<file path="config.mk">
export PLATFORM = sky130hd
export DESIGN_NAME = aafc_div
export DESIGN_NICKNAME = d
export VERILOG_FILES = /design/src/sv/assert_macros.svh /design/src/sv/aafc_pkg.sv /design/src/sv/aafc_div.sv
export SDC_FILE = /design/constraint.sdc
export NUM_CORES = 1
export LEC_CHECK = 0
export ABC_AREA = 0
export BUFFER_PORTS_ARGS = -buffer_cell sky130_fd_sc_hd__buf_2
export CAP_MARGIN = 20
export CORE_ASPECT_RATIO = 1.1
export CORE_UTILIZATION = 60
export CTS_BUF_LIST = sky130_fd_sc_hd__clkbuf_2 sky130_fd_sc_hd__clkbuf_4 sky130_fd_sc_hd__clkbuf_8
export CTS_CLUSTER_DIAMETER = 150
export CTS_CLUSTER_SIZE = 25
export DETAILED_ROUTE_END_ITERATION = 8
export PLACE_DENSITY = 0.8
export SLEW_MARGIN = 20
export SYNTH_ARGS = -nofsm -noshare
export SYNTH_HDL_FRONTEND = slang
export SYNTH_SLANG_ARGS = --single-unit
</file>
<file path="constraint.sdc">
create_clock -name clk -period 10.9 [get_ports clk]
set_input_delay 1.635 -clock clk [delete_from_list [all_inputs] [get_ports clk]]
set_output_delay 1.635 -clock clk [all_outputs]
set_load 0.01 [all_outputs]
</file>
<file path="src/sv/assert_macros.svh">
// Assertion macros for the RTL, used by the top-level file.
`ifndef ASSERT_MACROS_SVH
`define ASSERT_MACROS_SVH
`ifndef ASSERT_OFF
`define ASSERT_CLK(lbl, clk, rst_n, prop, msg) \
  lbl: assert property (@(posedge clk) disable iff (!rst_n) (prop)) else $error(msg);
`define ASSERT_IMPL(lbl, clk, rst_n, ante, cons, msg) \
  lbl: assert property (@(posedge clk) disable iff (!rst_n) (ante) |-> (cons)) else $error(msg);
`else
`define ASSERT_CLK(lbl, clk, rst_n, prop, msg)
`define ASSERT_IMPL(lbl, clk, rst_n, ante, cons, msg)
`endif
`endif

</file>
<file path="src/sv/aafc_pkg.sv">
// Types, constants and fixed-point helpers for the box culling block.
package aafc_pkg;

  localparam int WORD_BITS  = 32;
  localparam int FRAC_BITS  = 16;
  localparam int PROD_BITS  = 2 * WORD_BITS;
  localparam int DIVN_BITS  = WORD_BITS + FRAC_BITS;
  localparam int DCNT_BITS  = $clog2(DIVN_BITS + 1);
  localparam int ADDR_BITS  = 6;
  localparam int MEM_DEPTH  = 1 << ADDR_BITS;
  localparam int ADDR_MD    = 16;
  localparam int ADDR_BOX   = 32;
  localparam int ADDR_M     = 48;
  localparam int ELEM_COUNT = 38;

  typedef logic signed [WORD_BITS-1:0] word_t;
  typedef logic [WORD_BITS-1:0]        umag_t;
  typedef logic [PROD_BITS-1:0]        wide_t;

  localparam word_t WORD_MAX   = {1'b0, {(WORD_BITS-1){1'b1}}};
  localparam word_t WORD_MIN   = {1'b1, {(WORD_BITS-1){1'b0}}};
  localparam word_t FX_ONE     = word_t'(64'd1 << FRAC_BITS);
  localparam word_t FX_NEG_ONE = -FX_ONE;
  localparam word_t BOUND_INIT = FX_ONE + (FX_ONE >>> 1);
  localparam wide_t ROUND_HALF = wide_t'(64'd1 << (FRAC_BITS - 1));
  localparam wide_t LIM_POS    = wide_t'(WORD_MAX);
  localparam wide_t LIM_NEG    = LIM_POS + wide_t'(1);

  typedef struct packed {
    logic  sat;
    word_t val;
  } sat_word_t;

  typedef struct packed {
    logic  start;
    word_t num;
    word_t den;
  } div_req_t;

  typedef struct packed {
    logic  done;
    logic  sat;
    word_t quo;
  } div_rsp_t;

  typedef enum logic [3:0] {
    S_IDLE, S_BOX, S_RA, S_RB, S_MUL, S_ACC, S_PT, S_DIV, S_DWAIT, S_OUT
  } seq_state_t;

  typedef enum logic {PH_MAT, PH_XF} phase_t;

  function automatic umag_t mag_of(word_t a);
    return a[WORD_BITS-1] ? umag_t'(-a) : umag_t'(a);
  endfunction

  // Signed word from sign and magnitude, clamped to the word range.
  function automatic sat_word_t from_mag(wide_t mag, logic neg);
    sat_word_t res;
    wide_t     lim;
    lim = neg ? LIM_NEG : LIM_POS;
    if (mag > lim) begin
      res.sat = 1'b1;
      res.val = neg ? WORD_MIN : WORD_MAX;
    end else begin
      res.sat = 1'b0;
      res.val = neg ? -word_t'(mag[WORD_BITS-1:0]) : word_t'(mag[WORD_BITS-1:0]);
    end
    return res;
  endfunction

  function automatic sat_word_t sat_add(word_t a, word_t b);
    sat_word_t             res;
    logic [WORD_BITS:0]    s;
    s = {a[WORD_BITS-1], a} + {b[WORD_BITS-1], b};
    res.sat = s[WORD_BITS] != s[WORD_BITS-1];
    res.val = res.sat ? (s[WORD_BITS] ? WORD_MIN : WORD_MAX) : word_t'(s[WORD_BITS-1:0]);
    return res;
  endfunction

  function automatic sat_word_t sat_sub(word_t a, word_t b);
    sat_word_t             res;
    logic [WORD_BITS:0]    s;
    s = {a[WORD_BITS-1], a} - {b[WORD_BITS-1], b};
    res.sat = s[WORD_BITS] != s[WORD_BITS-1];
    res.val = res.sat ? (s[WORD_BITS] ? WORD_MIN : WORD_MAX) : word_t'(s[WORD_BITS-1:0]);
    return res;
  endfunction

  // Product magnitude rounded to nearest (ties away from zero), then clamped.
  function automatic sat_word_t round_prod(wide_t mag, logic neg);
    wide_t s;
    s = mag + ROUND_HALF;
    return from_mag(s >> FRAC_BITS, neg);
  endfunction

endpackage

</file>
<file path="src/sv/aafc_div.sv">
// Restoring divider for fixed-point quotients, one quotient bit per cycle.
module aafc_div
  import aafc_pkg::*;
(
  input  logic     clk,
  input  logic     rst_n,
  input  div_req_t req,
  output div_rsp_t rsp
);

  logic                 busy_r;
  logic                 fin_r;
  logic [DCNT_BITS-1:0] cnt_r;
  logic [WORD_BITS:0]   rem_r;
  logic [DIVN_BITS-1:0] q_r;
  logic [DIVN_BITS-1:0] n_r;
  umag_t                d_r;
  logic                 neg_r;
  div_rsp_t             rsp_r;

  logic [WORD_BITS:0]   rem2;
  logic                 take;
  logic [WORD_BITS+1:0] twice;
  wide_t                qfin;
  sat_word_t            res;

  always_comb begin
    rem2  = {rem_r[WORD_BITS-1:0], n_r[DIVN_BITS-1]};
    take  = rem2 >= {1'b0, d_r};
    twice = {rem_r, 1'b0};
    qfin  = wide_t'(q_r) + wide_t'(twice >= {2'b00, d_r});
    res   = from_mag(qfin, neg_r);
  end

  always_ff @(posedge clk) begin
    if (!rst_n) begin
      busy_r   <= 1'b0;
      fin_r    <= 1'b0;
      rsp_r.done <= 1'b0;
    end else begin
      rsp_r.done <= 1'b0;
      if (req.start) begin
        neg_r <= req.num[WORD_BITS-1] != req.den[WORD_BITS-1];
        if (req.den == '0) begin
          rsp_r.done <= 1'b1;
          rsp_r.sat  <= 1'b1;
          rsp_r.quo  <= req.num[WORD_BITS-1] ? WORD_MIN : WORD_MAX;
        end else begin
          busy_r <= 1'b1;
          cnt_r  <= DCNT_BITS'(DIVN_BITS);
          rem_r  <= '0;
          q_r    <= '0;
          n_r    <= {mag_of(req.num), {FRAC_BITS{1'b0}}};
          d_r    <= mag_of(req.den);
        end
      end else if (busy_r) begin
        rem_r <= take ? rem2 - {1'b0, d_r} : rem2;
        q_r   <= {q_r[DIVN_BITS-2:0], take};
        n_r   <= n_r << 1;
        cnt_r <= cnt_r - DCNT_BITS'(1);
        if (cnt_r == DCNT_BITS'(1)) begin
          busy_r <= 1'b0;
          fin_r  <= 1'b1;
        end
      end else if (fin_r) begin
        fin_r      <= 1'b0;
        rsp_r.done <= 1'b1;
        rsp_r.sat  <= res.sat;
        rsp_r.quo  <= res.val;
      end
    end
  end

  assign rsp = rsp_r;

endmodule

</file>
==> summary.md, run 1 <==
| Metric | Value |
|---|---|
| Synth cell types | `81` |
| Num ports | `101` |
| Sw Share | `30.49%` |
| First-pass GRT wire length | `about 50000 um` |
| Final Max Tran Viols | `0` |
| Final hold violations | `0` |
| DRC Markers | `0` |
| Share of layout cells above drive strength 1 | `11.82%` |
| Post-layout min period | `between 7 and 8 ns` |
| Gpl congestion | `0.9139` |
| Clk pwr share | `26.9%` |
| Mean Syn Cell Area | `about 9.4 um2` |
| Status | `complete, no violations` |
| Cts bufs inserted | `17` |
| FILL cells | `1784` |
| Fin nets | `about 1600` |
| Final Total Pwr | `1.819 mW` |
| Commonest non-fill, non-tap cells in the layout | `edfxtp_1 (185), nor2_1 (114), nand2_1 (100)` |
| Kind of start point of the critical path | `flop` |
| Hold WC Path Type | `flop to flop` |
| WS Path Type | `flop to flop` |
| CTS tree | `yes` |
| IO Port Bufs | `100` |
| Placement Rows | `57` |
| Commonest non-fill, non-tap cell in the layout | `edfxtp_1` |
| Final worst-path cycle share | `69.50%` |
| Slew @ Worst Pin | `1.021 ns` |
| Post-synth EDFFs | `185` |
| Initial DRC Count | `720` |
| WL/cell | `16.80 um` |
| Starting Density | `61.50%` |
| Total number of vias | `10930` |
| Worst Path Max Fanout | `21` |
| Flop pwr share | `approximately 49%` |
| Pwr/cell area | `between 100 and 150 nW/um2` |
| CTS clk-pin slew, worst paths | `~0.090 ns` |
| Die Ht | `160.1 um` |
| Data arrival, critical path | `approximately 7.9 ns` |
| Seq/Total Area, Yosys | `41.17%` |
| P_int | `1.264 mW` |
| Vias in the first global route | `between 10000 and 15000` |
| Gate Count Post-Synth | `1447` |
| Critical Path Max Stage Delay | `0.75 ns` |
| # Post-CTS Setup Buffers | `0` |
| Core area | `22180 um2` |
| Setup_tns | `0 ns` |
| CTS Buffer Depth | `2` |
| CTS Hold Bufs | `0` |
| Rel. slew slack | `31.79%` |
| Die area | `approximately 23000 um2` |
| Antenna violations before repair | `0` |
| DIE WIDTH | `145.8 um` |
| Register bit total from synthesis | `188` |
| Top_reg_cell synth | `edfxtp_1` |
| Detailed placement HPWL | `22340 um` |
| Data required time of the worst path | `11.19 ns` |
| Area Overhead vs Synth | `7.925%` |
| F_max | `132.0 MHz` |
| GRT Overall Usage | `26.69%` |
| Comb pwr share | `about a quarter` |
| Clock Latency Late Sink | `0.47 ns` |
| H-tree depth | `4` |
| Lkg Pwr | `5.763 nW` |
| Critical-path top delay cell | `and3_1` |
| Worst Setup End Kind | `flop` |
| Asr flop ratio synth | `0%` |
| Yosys warns | `0` |
| Worst IR Drop VDD | `0.08554 mV` |
| Vias per cell | `around 6.0` |
| Largest net degree at the start of global routing | `89` |
| Post-CTS resize count | `0` |
| Mapped cell area | `around 14000 um2` |
| Post-DRT Antenna Nets | `0` |
| Root Buffer | `clkbuf_8` |
| Drt pass-1 iters | `5` |
| RSZ-0062 raised after global routing | `no` |
| Max_cap viols | `0` |
| Routed WL | `30380 um` |
| Final setup viols | `0` |
| Congestion Overflow GR | `0` |
| Sw Pwr | `~550 uW` |
| Antenna diode count | `0` |
| Clock Sinks | `188` |
| Worst Clk Skew | `0.01837 ns` |
| Net Count, Synth | `between 1500 and 2000` |
[cells in the mapped netlist (30+ instances only)]
cell type / n / area share (%)
edfxtp_1: 185 / 41
nor2_1: 114 / 3.1
ha_1: 71 / 6.5
xor2_1: 50 / 3.2
a21o_1: 33 / 1.8
or3_1: 31 / 1.4
a21oi_1: 86 / 3.2
clkbuf_1: 49 / 1.3
nand2_1: 100 / 2.8
nor3_1: 30 / 1.1
inv_1: 73 / 2.0
xnor2_1: 67 / 4.3
nand3_1: 61 / 2.2
o21ai_0: 85 / 3.1
nor2b_1: 52 / 2.4
[cell families after synthesis]
group / synth area share [%]
buf+inv: 4.256
compound gates: 16.93
mux: 2.321
flops: 41.17
fa+ha+maj: 6.659
xor+xnor: 7.512
simple gates: 21.15
[per-stage QoR]
step           area, um2  util [%]  instances  hold WS [ns]  setup slack [ns]
2_1_floorplan      13640         -       1447        0.4470             2.165
3_3_place_gp       14310     64.52       1779        0.4737             3.632
3_5_place_dp       14310     64.52       1779        0.4899             3.446
4_1_cts            14720     66.36       1809        0.5031             3.429
5_1_grt            14720     66.37       1809        0.5366             2.679
6_report           14720     66.37       1809        0.5032             3.324
[cell type report]
type / count / area (um2) / area share, %
inverters: 74 / 277.8 / 1.887
multi-input cells: 1113 / 7478 / 50.80
flip-flops and latches: 188 / 5615 / 38.14
repair buffers: 109 / 574.3 / 3.901
clock inverters: 12 / 165.2 / 1.122
clock buffers: 18 / 241.5 / 1.640
well taps: 295 / 369.1 / 2.507
[flip-flops by register name (all words and copies together), names as in the netlist]
register	count
q_r	48
cnt_r	6
n_r	32
busy_r	1
rsp	34
rem_r	33
d_r	32
neg_r	1
fin_r	1
[worst paths after layout]
check,slack [ns],depth (start not counted),end,from
max reg2reg,3.32,25,rsp[28],rem_r[6]
min,0.50,2,fin_r,fin_r
min reg2reg,0.50,2,fin_r,fin_r
max,3.32,25,rsp[28],rem_r[6]
[worst max-delay path, delay by kind of cell (launching register included)]
| kind | cells | cell delay (ns) |
|---|---|---|
| and+or+nand+nor | 11 | 3.74 |
| buffers and inverters | 1 | 0.14 |
| xor gates and xnor gates | 1 | 0.22 |
| adders and majority gates | 4 | 1.41 |
| AOI/OAI and AO/OA | 8 | 1.45 |
| DFF | 1 | 0.43 |
[routing by layer]
layer,vias up,share of wire [%],track usage [%]
li1,5480,-,-
met5,-,0,0
met3,53,5.0,3.714
met2,311,49,45.74
met1,5088,43,33.88
met4,0,2.4,11.00
[power groups by stage]
stage	Sequential, mW	Combinational (mW)	Clock, mW
finish	0.885	0.445	0.489
global route	0.891	0.498	0.522
CTS	0.885	0.442	0.492
detailed placement	0.902	0.439	0
global placement	0.900	0.428	0
floorplan	0.895	0.337	0
Power figures use the tool's default switching activity.
==> run 2, diff against run 1 <==
==> constraint.sdc (replaced) <==
create_clock -name clk -period 7.1 [get_ports clk]
set_input_delay 1.065 -clock clk [delete_from_list [all_inputs] [get_ports clk]]
set_output_delay 1.065 -clock clk [all_outputs]
set_load 0.01 [all_outputs]
==> run 2 against run 1 <==
  * Sequential share of layout area decreased by 0.13 points
  * Clock power up 38%
  * Global-route usage rose by 0.33 points
  * Largest power group unchanged
==> summary.md, run 2 (synthesis results as in run 1) <==
| Metric | Value |
|---|---|
| Total number of vias | `11280 (+3.2%)` |
| Antenna diode count | `0 (unchanged)` |
| Worst Setup SP | `rem_r[6]` |
| H-tree depth | `4 (unchanged)` |
| Footprint of the multi-input gates | `7522 um2 (+0.59%)` |
| Status | `complete, no violations` |
| Lkg Pwr | `5.775 nW (+0.22%)` |
| Final Max Tran Viols | `0 (unchanged)` |
| Rel. slew slack | `28.45% (-3.3 points)` |
| Post-DRT Antenna Nets | `0 (unchanged)` |
| Share of layout cells above drive strength 1 | `12.35% (+0.53 points)` |
| Routed WL | `31260 um (+2.9%)` |
| # Post-CTS Setup Buffers | `0 (unchanged)` |
| Final Non-Filler Cells | `1817 (+0.44%)` |
| DRC Markers | `0 (unchanged)` |
| CTS tree | `yes` |
| Starting Density | `61.50% (unchanged)` |
| Critical Path Max Stage Delay | `0.49 ns (-0.26 ns)` |
| Pwr/cell area | `184.8 nW/um2 (+50%)` |
| Root Buffer | `clkbuf_8` |
| Detailed placement HPWL | `22540 um (+0.89%)` |
| FF-to-FF Start | `rem_r[6]` |
| Number of instances in the placed design | `1784 (+0.28%)` |
| Final setup viols | `0 (unchanged)` |
| Post-Layout Inst Area | `14770 um2 (+0.34%)` |
| Antenna violations before repair | `0 (unchanged)` |
| Data required time of the worst path | `7.40 ns (-3.79 ns)` |
| Vias in the first global route | `10490 (-0.44%)` |
| Slew @ Worst Pin | `1.073 ns (+0.05242 ns)` |
| Final Total Pwr | `2.730 mW (+50%)` |
| F_max | `150.1 MHz (+14%)` |
| Kind of start point of the critical path | `flop` |
| RSZ-0062 raised after global routing | `no` |
| CTS clk-pin slew, worst paths | `0.09 ns (about the same)` |
| Final hold violations | `0 (unchanged)` |
| First-pass GRT wire length | `51350 um (+1.9%)` |
| DIE WIDTH | `145.8 um (unchanged)` |
| Max_cap viols | `0 (unchanged)` |
| Commonest non-fill, non-tap cells in the layout | `edfxtp_1 (185), nor2_1 (114), nand2_1 (100)` |
| Placed Instance Area | `14370 um2 (+0.40%)` |
| Clock Latency Late Sink | `0.48 ns (about the same)` |
| Critical-path top delay cell | `or3_1` |
| Area Overhead vs Synth | `8.292%` |
| Cts bufs inserted | `17 (unchanged)` |
| Clock Sinks | `188 (unchanged)` |
| Placement Rows | `57 (unchanged)` |
| Die Ht | `160.1 um (unchanged)` |
| WL/cell | `17.21 um (+2.4%)` |
| Worst Path Max Fanout | `17 (-19%)` |
| Commonest non-fill, non-tap cell in the layout | `edfxtp_1` |
| Initial DRC Count | `842 (+17%)` |
| CTS Hold Bufs | `0 (unchanged)` |
| Largest net degree at the start of global routing | `82 (-7.9%)` |
| Die area | `23340 um2 (unchanged)` |
| Final worst-path cycle share | `93.85% (+24 points)` |
| Worst IR Drop VDD | `0.1276 mV (+49%)` |
| CTS Buffer Depth | `2 (unchanged)` |
| Hold WC Path Type | `flop to flop` |
| PnR worst setup slack | `0.4368 ns (-2.888 ns)` |
| WS Path Type | `flop to flop` |
| Hold_sp | `fin_r` |
| WP buf/inv | `2 (+1)` |
| Max reg flops | `48 (unchanged)` |
| Pre-CTS setup slack | `-0.04052 ns (-3.487 ns)` |
| Fin nets | `1648 (+0.37%)` |
| Vias per cell | `6.208 (+2.7%)` |
| Data arrival, critical path | `6.96 ns (-0.91 ns)` |
| Top Family by Delay on Critical Path | `compound AO/OA/AOI/OAI gates` |
| Congestion Overflow GR | `0 (unchanged)` |
| IO Port Bufs | `100 (unchanged)` |
| Worst Setup End Kind | `flop` |
| Post-layout min period | `6.663 ns (-0.9123 ns)` |
| Top reg by flops | `q_r` |
| Drt pass-1 iters | `7 (+2)` |
| Worst Clk Skew | `0.02372 ns (+0.005356 ns)` |
| Top cell by count, worst path | `o21ai_0` |
| Register area | `5615 um2 (unchanged)` |
| Setup_tns | `0 ns (unchanged)` |
| Gpl congestion | `0.9098 (-0.45%)` |
| FILL cells | `1800 (+0.90%)` |
| Final Hold Slack | `0.5044 ns (+0.001214 ns)` |
| Num ports | `101 (unchanged)` |
| GRT Overall Usage | `27.02% (+0.33 points)` |
| Fin util | `66.60% (+0.23 points)` |
| Core area | `22180 um2 (unchanged)` |
## run 2: area by class of cell
cell class,count,share of cell area (%)
Tap cell,295,2.499
Inverter,74,1.880
Clock inverter,14,0.7962
Sequential cell,188,38.01
Clock buffer,18,1.635
Multi-Input combinational cell,1114,50.92
Timing Repair Buffer,114,4.252
## run 2: final timing paths
path	endpoint	slack (ns)	cells after the start
max	rsp[17]	0.44	26
min	fin_r	0.50	2
max reg2reg	rsp[17]	0.44	26
min reg2reg	fin_r	0.50	2
## run 2: routing by layer
metal | share of wire, % | GRT usage (%) | wire length, um | up-vias
met1 | 43 | 34.81 | 13550 | 5337
met2 | 50 | 46.52 | 15500 | 371
met4 | 2.5 | 9.809 | 794 | 0
met3 | 4.5 | 3.486 | 1421 | 67
li1 | - | - | - | 5505
met5 | 0 | 0 | 0 | -
## run 2: where the power goes
group          internal, mW  switching, mW  leakage, nW
Combinational         0.280          0.413         3.79
Clock                 0.281          0.395        0.176
Sequential             1.31         0.0516         1.81
## run 2: tightest hold or removal path: cells and delay by family (launching register included)
kind / cells / cell delay (ns)
flops: 1 / 0.31
buf+inv: 1 / 0.09
compound gates: 1 / 0.07
## run 2: repair_timing
| action | 4_1_cts | 5_1_grt |
|---|---|---|
| resized for setup | 1 | 6 |
| pin swaps | 0 | 1 |
| cloned | 0 | 1 |
| hold endpoints to repair | 0 | 0 |
| setup endpoints to repair | 7 | 33 |
